[src/design/csb_pkg.sv]
// shared types and constants for the character sprite blitter
`default_nettype none

package csb_pkg;

    // default sizes of the cell store and the largest sprite
    localparam int MAX_WIDTH_DEF  = 128;
    localparam int MAX_HEIGHT_DEF = 64;
    localparam int MAX_SPRITE_DEF = 64;

    // character codes
    localparam logic [15:0] TRANSPARENT_CODE = 16'h2591;
    localparam logic [15:0] SPACE_CODE       = 16'h0020;

    // configuration registers
    localparam int          CFG_DATA_W  = 8;
    localparam logic        CFG_SCREEN_WIDTH  = 1'b0;
    localparam logic        CFG_SCREEN_HEIGHT = 1'b1;
    localparam logic [7:0]  SCREEN_W_RST = 8'd80;
    localparam logic [6:0]  SCREEN_H_RST = 7'd25;

    // request operations
    typedef enum logic [1:0] {
        MODE_SPRITE = 2'd0,
        MODE_CHAR   = 2'd1,
        MODE_CLEAR  = 2'd2,
        MODE_READ   = 2'd3
    } t_mode;

    // cell access decided by the address unit
    typedef struct packed {
        logic on_screen;
        logic wr;
        logic rd;
    } t_access;

endpackage

`default_nettype wire

[src/design/csb_addr_gen.sv]
// placement, clipping and cell address for one request
`default_nettype none

module csb_addr_gen #(
    parameter int MAX_WIDTH  = 128,
    parameter int MAX_HEIGHT = 64,
    parameter int MAX_SPRITE = 64,
    parameter int ADDR_W     = 13
) (
    input  wire csb_pkg::t_mode  i_mode,
    input  wire logic [15:0]     i_pos_x,
    input  wire logic [15:0]     i_pos_y,
    input  wire logic [6:0]      i_sprite_width,
    input  wire logic [6:0]      i_sprite_height,
    input  wire logic [5:0]      i_elem_row,
    input  wire logic [5:0]      i_elem_col,
    input  wire logic [15:0]     i_glyph,
    input  wire logic [7:0]      i_screen_width,
    input  wire logic [6:0]      i_screen_height,
    output logic [ADDR_W-1:0]    o_addr,
    output csb_pkg::t_access     o_acc
);

    import csb_pkg::*;

    localparam int XW = (MAX_WIDTH > 1) ? $clog2(MAX_WIDTH) : 1;
    localparam int YW = (MAX_HEIGHT > 1) ? $clog2(MAX_HEIGHT) : 1;

    logic [17:0] px_ext;
    logic [17:0] py_ext;
    logic [17:0] spr_x;
    logic [17:0] spr_y;
    logic [17:0] cx;
    logic [17:0] cy;
    logic        sprite_ok;
    logic        x_on;
    logic        y_on;
    logic        on;

    always_comb begin
        px_ext = {{2{i_pos_x[15]}}, i_pos_x};
        py_ext = {{2{i_pos_y[15]}}, i_pos_y};

        // top-left corner from the bottom-center anchor, then the element offset
        spr_x = px_ext - 18'(i_sprite_width >> 1) + 18'(i_elem_col);
        spr_y = py_ext - 18'(i_sprite_height) + 18'd1 + 18'(i_elem_row);

        sprite_ok = (i_sprite_width != 7'd0) && (i_sprite_height != 7'd0)
                 && (9'(i_sprite_width) <= 9'(MAX_SPRITE))
                 && (9'(i_sprite_height) <= 9'(MAX_SPRITE))
                 && ({1'b0, i_elem_row} < i_sprite_height)
                 && ({1'b0, i_elem_col} < i_sprite_width)
                 && (i_glyph != TRANSPARENT_CODE);

        cx = (i_mode == MODE_SPRITE) ? spr_x : px_ext;
        cy = (i_mode == MODE_SPRITE) ? spr_y : py_ext;

        // clip against both the programmed size and the store size
        x_on = !cx[17] && (cx[16:0] < 17'(i_screen_width)) && (cx[16:0] < 17'(MAX_WIDTH));
        y_on = !cy[17] && (cy[16:0] < 17'(i_screen_height))
            && (cy[16:0] < 17'(MAX_HEIGHT));
        on   = x_on && y_on;

        o_acc.on_screen = on;
        o_acc.wr = on && (((i_mode == MODE_SPRITE) && sprite_ok) || (i_mode == MODE_CHAR));
        o_acc.rd = on && (i_mode == MODE_READ);

        o_addr = ADDR_W'(ADDR_W'(cy[YW-1:0]) * ADDR_W'(MAX_WIDTH)) + ADDR_W'(cx[XW-1:0]);
    end

endmodule

`default_nettype wire

[config.mk]
export PLATFORM = sky130hd
export DESIGN_NAME = csb_addr_gen
export DESIGN_NICKNAME = d
export VERILOG_FILES = /design/src/design/csb_pkg.sv /design/src/design/csb_addr_gen.sv
export SDC_FILE = /design/constraint.sdc
export NUM_CORES = 1
export LEC_CHECK = 0
export BUFFER_PORTS_ARGS = -buffer_cell sky130_fd_sc_hd__clkbuf_2
export CAP_MARGIN = 25
export CORE_ASPECT_RATIO = 0.9
export CORE_MARGIN = 2
export CORE_UTILIZATION = 25
export DETAILED_ROUTE_END_ITERATION = 7
export PLACE_DENSITY = 0.5
export SLEW_MARGIN = 40
export SYNTH_ARGS = -nofsm -noshare
export SYNTH_HDL_FRONTEND = slang
export SYNTH_SLANG_ARGS = --single-unit
[constraint.sdc]
create_clock -name vclk -period 4.8
set_input_delay 0.48 -clock vclk [all_inputs]
set_output_delay 0.48 -clock vclk [all_outputs]
set_load 0.01 [all_outputs]
# [After elaboration in Yosys (flattened, before gate mapping)]
# Cells that the tools add are included.
[totals] in_bits=91 wordCells=39 regBits=0 out_inout_bits=16
[classes] eq_ne=3 order_cmp=8 muxes=2 add_sub_neg=6 reduce_logical=20
[ops] op="18-bit two-way mux" count=2
[ops] op="17-bit by 2-bit adder with 18-bit output, second input constant" count=1
[ops] op="17-bit by 7-bit adder with 18-bit output" count=1
[ops] op="18-bit by 6-bit adder with 18-bit output" count=1
[ops] op="17-bit by 7-bit < comparator with 1-bit output" count=1
[ops] op="17-bit by 7-bit < comparator with 1-bit output, second input constant" count=1
[ops] op="17-bit by 8-bit < comparator with 1-bit output" count=1
[ops] op="17-bit by 8-bit < comparator with 1-bit output, second input constant" count=1
[ops] op="16-bit by 7-bit subtractor with 17-bit output" count=1
[ops] op="16-bit by 8-bit subtractor with 17-bit output" count=1
[ops] op="16-bit by 14-bit inequality test with 1-bit output, second input constant" count=1
[ops] op="7-bit <= comparator, second input constant" count=2
[ops] op="1-bit logical AND" count=14
[ops] op="6-bit by 7-bit < comparator with 1-bit output" count=2
[ops] op="7-bit nonzero test" count=2
[ops] op="13-bit by 7-bit adder with 13-bit output" count=1
[ops] op="2-bit by 1-bit == test with 1-bit output, second input constant" count=1
[ops] op="2-bit == test, second input constant" count=1
[ops] op="1-bit zero test" count=2
[ops] op="2-bit zero test" count=1
[ops] op="1-bit logical OR" count=1

# [Longest topological paths before layout]
# Gate-level depths: netlist (run 1).
[logic_depth] depth_word=10 mapped_depth=21 depth_no_buf=19

# [Worst setup path after synthesis (run 1)]
# Ideal clock, no wire load.
[synth_path] kind="input to output" startpoint="input port i_pos_y[2]" endpoint="output port o_acc[0] in the netlist's numbering" n_path_buf=1 t_arrival_ps=4416 required_ps=4320 stages=20 path_slack_ps=-96 path_cell_list="inv_1 -> fa_1 -> inv_1 -> ha_1 -> buf_6 -> a21oi_1 -> nand2_1 -> a21o_1 -> a21oi_1 -> xor2_1 -> o21ai_0 -> ha_1 -> a21o_1 -> a211o_1 -> a31oi_1 -> nand4b_1 -> nor4_1 -> o221ai_1 -> nor4_2 -> and4b_1"
[synth_rtl] element="start, declared" line="csb_addr_gen.sv:12" rtl="input wire logic [15:0] i_pos_y,"
[synth_rtl] element="end, declared" line="csb_addr_gen.sv:21" rtl="output csb_pkg::t_access o_acc"

==> metrics.csv, run 1 <==
metric;value;unit
Die Height;112;um
CP endpoint kind;output port;
sequential power share;0;
Crit Path Category;input pin to output port;
final hold vios;0;
vias;3801;
Crit path max-delay family;compound AO/OA/AOI/OAI gates;
P per Cell Area;155;nW/um2
Layout area overhead;38.8;%
Psw;357;uW
largest family of logic cells by synthesized area;compound AO/OA/AOI/OAI gates;
post-synthesis sequential area ratio;0;
input/output buffers;107;
n_diodes;0;
share of the synthesized area in the top cell type;0.228;
Worst IR Drop VDD;0.0513;mV
worst slew pin tran;0.602;ns
min-delay src;i_pos_x[0];
total die area;13900;um2
Setup Viol. Count Final;3;
failing checks;negative setup slack;
P_leak;0.00247;uW
met3 wire len;658;um
met2 WL post-DR;4320;um
Post-Synthesis Cell Area;3240;um2
FFs & Latches;0;
drt first pass iters;5;
first-pass GRT wire length;16400;um
Total Wirelength;10400;um
syn avg cell area;6.93;um2
core area;12700;um2
top cells by area, synth;ha_1, inv_1, fa_1;
count leader, synth;inv_1;
Commonest cells post-synth;inv_1, ha_1, o21ai_0, a21oi_1, nand2_1;
Synth area leader;ha_1;
combinational share of power;1.000;
routability-driven placement congestion ratio;0.832;
CP Cell Sequence;clkbuf_2, inv_1, fa_1, inv_2, ha_4, o211ai_1, nand2_1, a21o_1, a21oi_2, xor2_1, o21ai_2, ha_1, a21o_1, a211o_1, a31oi_1, nand4b_1, nor4_2, o221ai_1, nor4_2, buf_4, and4b_1, buf_2;
hold-critical path depth;3;
max cap viols;0;
gr ovfl total;0;
Post-Synth XOR/XNOR Area;0.0379;
Initial Utilization;0.255;
yosys warns;0;
fillers;1413;
Mapped Cells;467;
worst hold slack;1.33;ns
Startpoint Class;input pin;
Compound-Gate Fraction of Synth Area;0.308;
worst setup margin;-0.106;ns
vias in the first global route;3594;
post-DR wirelength/cell;13.1;um
DR top layer;met4;
status;finished, violations left;
CLK BUF;0;
slowest CP cell;fa_1;
Final min period;4.91;ns
Initial DRC Count;176;
Final Util;0.354;
relative slew slack;0.597;
Die X;124;um
vias per cell;4.80;
post-synthesis mux area share;0.0302;
Final HPWL DP;9000;um
post-synthesis net count;629;
fraction of layout cells with a size suffix above 1;0.322;
crit-path max FO;3;
Total GRT Usage;0.142;
drt drc;0;
# IOs;107;
Critical Path RT;4.32;ns
crit share post-route;1.02;
# hold bufs at CTS;0;
CP peak stage delay;0.55;ns
ANT nets after route;0;
NumNets Final;792;
Clock power frac;0;
Met1 Routed Length;5420;um
crit path DAT;4.43;ns
pin count of the biggest net entering global routing;14;
RSZ-0062 raised after global routing;true;
setup TNS;-0.190;ns
Max Slew Vio Count;0;
Internal;338;uW
FMAX;204;MHz
switch share;0.513;
Core Rows;39;
Yosys cell types;66;
Post-Synth Simple-Gate Area;0.187;
Worst Hold End;o_addr[0];
adder-cell area share of the yosys netlist;0.302;
register area;0;um2
Crit path buffers/inverters;5;
number of antenna violations at the first check in global routing;0;
hold crit path type;input pin to output port;
-- cell families (layout without fill, tap and decap cells) --
family	Yosys count	count (layout)
fa+ha+maj	71	71
buf+inv	112	273
xor+xnor	14	14
mux	9	9
simple gates	111	111
compound gates	150	150
-- metrics by stage --
stage	instance area, um2	worst slack, ns	total power (uW)	instances
final	4490	-0.106	695	792
after global routing	4490	-0.335	776	792
after CTS	4430	-0.0923	678	790
after detailed placement	4280	-0.343	625	775
after global placement	4280	-0.215	619	775
after floorplan	3240	0.0241	401	467
-- placed cells by master, fill, tap and decap left out, types with 3 or more instances in the layout --
cell type | netlist | final
a211oi_1 | 6 | 6
a21o_1 | 14 | 14
a21oi_1 | 34 | 31
a21oi_2 | 2 | 5
a31oi_1 | 11 | 10
and3_1 | 5 | 5
buf_4 | 1 | 65
clkbuf_2 | 0 | 104
fa_1 | 12 | 12
ha_1 | 59 | 56
inv_1 | 101 | 99
mux2i_1 | 6 | 6
nand2_1 | 32 | 32
nand3_1 | 11 | 11
nand4_1 | 6 | 6
nor2_1 | 20 | 20
nor2b_1 | 4 | 4
nor3_1 | 7 | 7
nor4_1 | 6 | 4
nor4_2 | 2 | 4
o211ai_1 | 10 | 10
o21ai_0 | 35 | 32
o21ai_1 | 4 | 6
o22ai_1 | 5 | 5
o31ai_1 | 3 | 3
or4_1 | 3 | 3
xnor2_1 | 7 | 7
xor2_1 | 7 | 7
-- power groups by stage --
stage               logic (uW)  clock network, uW  registers, uW
global route               776                  0              0
floorplan                  401                  0              0
detailed placement         625                  0              0
finish                     695                  0              0
CTS                        678                  0              0
global placement           619                  0              0
-- worst max-delay path by stage --
stage                       start  endpoint  slack (ns)  depth (start not counted)
floorplan              i_pos_y[2]  o_acc[0]        0.02                         20
global placement       i_pos_y[2]  o_acc[0]       -0.21                         22
detailed placement     i_pos_y[2]  o_acc[0]       -0.34                         22
CTS                 i_elem_row[0]  o_acc[0]       -0.09                         22
global route        i_elem_row[0]  o_acc[0]       -0.34                         22
finish                 i_pos_y[2]  o_acc[0]       -0.11                         22
-- cell type report --
type	instances	area (um2)	share of cell area
multi-input cells	355	2870	0.638
repair buffers	172	1040	0.231
inverters	101	382	0.0850
well taps	164	205	0.0457
-- repair_timing --
action,4_1_cts,5_1_grt
endpoints found under the setup margin,3,3
pin swaps,13,1
setup buffers,15,2
resized for setup,7,14
-- routing by layer --
metal | global-route usage | up-vias
met5 | 0 | -
met4 | 0.00150 | 0
met3 | 0.00615 | 2
met2 | 0.229 | 119
met1 | 0.221 | 1698
li1 | - | 1982
Power figures use the tool's default switching activity.
==> inputs of run 2 (changes only) <==
==> constraint.sdc (replaced) <==
create_clock -name vclk -period 4.8
set_input_delay 0.48 -clock vclk [all_inputs]
set_output_delay 0.48 -clock vclk [all_outputs]
set_load 0.1 [all_outputs]
==> run 2 against run 1 <==
Effect of this change: the run now ends clean; combinational power rose by 6.2%; core utilization fell by 1.5 points; die area did not move; count of clock-buffer cells in the layout did not move; non-clock buffer count fell by 39; first-iteration DRC count fell by 39%; sequential share of layout area did not move; largest cell class unchanged; highest routed layer unchanged.
==> metrics.csv, run 2 (same netlist as run 1, synthesis figures left out) <==
metric;value;unit;change
Final HPWL DP;8630;um;was 9000 um
Max Slew Vio Count;0;;unchanged
CP Cell Sequence;clkbuf_2, fa_1, inv_1, ha_4, a21oi_2, nand2_1, a21o_1, a21oi_2, xor2_2, o21ai_4, ha_4, a21o_1, a211o_1, a31oi_1, nand4b_1, nor4_2, o221ai_2, nor4_2, buf_4, and4b_4, buf_12;;was clkbuf_2, inv_1, fa_1, inv_2, ha_4, o211ai_1, nand2_1, a21o_1, a21oi_2, xor2_1, o21ai_2, ha_1, a21o_1, a211o_1, a31oi_1, nand4b_1, nor4_2, o221ai_1, nor4_2, buf_4, and4b_1, buf_2
Met1 Routed Length;5100;um;was 5420 um
final hold vios;0;;unchanged
Initial Utilization;0.255;;unchanged
Critical Path RT;4.32;ns;about the same
Layout area overhead;32.9;%;was 38.8%
drt first pass iters;4;;was 5
Total GRT Usage;0.138;;was 0.142
commonest non-fill, non-tap cell in the layout;clkbuf_2;;unchanged
Internal;288;uW;was 338 uW
register area;0;um2;unchanged
relative slew slack;0.634;;was 0.597
fraction of layout cells with a size suffix above 1;0.292;;was 0.322
Die X;124;um;unchanged
# IOs;107;;unchanged
hold crit path type;input pin to output port;;unchanged
Pwr Total;738;uW;was 695 uW
Core Rows;39;;unchanged
vias;3620;;was 3,801
vias per cell;4.81;;was 4.80
P_leak;0.00230;uW;was 0.00247 uW
gr ovfl total;0;;unchanged
switch share;0.609;;was 0.513
met3 wire len;441;um;was 658 um
CP endpoint kind;output port;;unchanged
status;finished clean;;was finished, violations left
Clock power frac;0;;about the same
Setup Viol. Count Final;0;;was 3
fillers;1419;;was 1,413
met2 WL post-DR;4130;um;was 4320 um
Crit Path Category;input pin to output port;;unchanged
P per Cell Area;171;nW/um2;was 155 nW/um2
Crit path max-delay family;compound AO/OA/AOI/OAI gates;;unchanged
total die area;13900;um2;unchanged
input/output buffers;107;;unchanged
Total Wirelength;9710;um;was 10,400 um
DR top layer;met4;;unchanged
worst slew pin tran;0.545;ns;was 0.602 ns
FMAX;209;MHz;was 204 MHz
pin count of the biggest net entering global routing;15;;was 14
crit-path max FO;3;;unchanged
post-DR wirelength/cell;12.9;um;was 13.1 um
vias in the first global route;3569;;was 3,594
slowest CP cell;fa_1;;unchanged
core area;12700;um2;unchanged
number of antenna violations at the first check in global routing;0;;unchanged
NumNets Final;753;;was 792
Initial DRC Count;107;;was 176
ANT nets after route;0;;unchanged
most frequent cells in the layout;clkbuf_2, inv_1, ha_1;;was clkbuf_2, inv_1, buf_4
CLK BUF;0;;unchanged
RSZ-0062 raised after global routing;true;;unchanged
crit path DAT;4.29;ns;was 4.43 ns
crit share post-route;0.995;;was 1.02
Post-Place Cells;751;;was 775
sequential power share;0;;about the same
FFs & Latches;0;;unchanged
drt drc;0;;unchanged
Final min period;4.77;ns;was 4.91 ns
Final Util;0.339;;was 0.354
final non-filler cell total;753;;was 792
first-pass GRT wire length;16100;um;was 16,400 um
worst hold slack;1.44;ns;was 1.33 ns
Psw;449;uW;was 357 uW
n_diodes;0;;unchanged
Worst IR Drop VDD;0.0485;mV;was 0.0513 mV
Crit path buffers/inverters;4;;was 5
Die Height;112;um;unchanged
area occupied by multi-input gates;2930;um2;was 2870 um2
combinational share of power;1.000;;about the same
routability-driven placement congestion ratio;0.823;;was 0.832
max cap viols;0;;unchanged
CP peak stage delay;0.54;ns;was 0.55 ns
Startpoint Class;input pin;;unchanged
run 2: stage by stage:
step                instance area [um2]  TNS (ns)  setup WS (ns)
floorplan                          3320    -0.714         -0.323
global placement                   4220   -0.0361        -0.0361
detailed placement                 4220    -0.193         -0.125
CTS                                4250   -0.0532        -0.0532
global route                       4300    -0.611         -0.275
finish                             4300         0         0.0258
run 2: path summary, 6_finish.rpt:
path | start | end | slack (ns) | cells after the start
setup / recovery | i_sprite_height[2] | o_acc[0] | 0.03 | 21
hold / removal | i_mode[0] | o_acc[0] | 1.44 | 3
run 2: power by group through the flow:
| stage | clock network [uW] | logic (uW) | registers, uW |
|---|---|---|---|
| floorplan | 0 | 521 | 0 |
| global placement | 0 | 709 | 0 |
| detailed placement | 0 | 716 | 0 |
| CTS | 0 | 728 | 0 |
| global route | 0 | 819 | 0 |
| finish | 0 | 738 | 0 |
run 2: timing repair:
action,4_1_cts,5_1_grt
hold buffers,0,0
endpoints found under the hold margin,0,0
gates resized for setup,6,9
buffers inserted,1,1
pin swaps,1,0
gates cloned,0,0
setup endpoints to repair,3,3
run 2: cell type report:
type | instances | area share
inverters | 101 | 0.0887
multi-input cells | 355 | 0.681
well taps | 164 | 0.0477
repair buffers | 133 | 0.183
run 2: metal layers:
layer  GRT usage  vias up
met5           0        -
met4     0.00375        0
met3     0.00461        2
met2       0.227       85
met1       0.210     1633
li1            -     1900
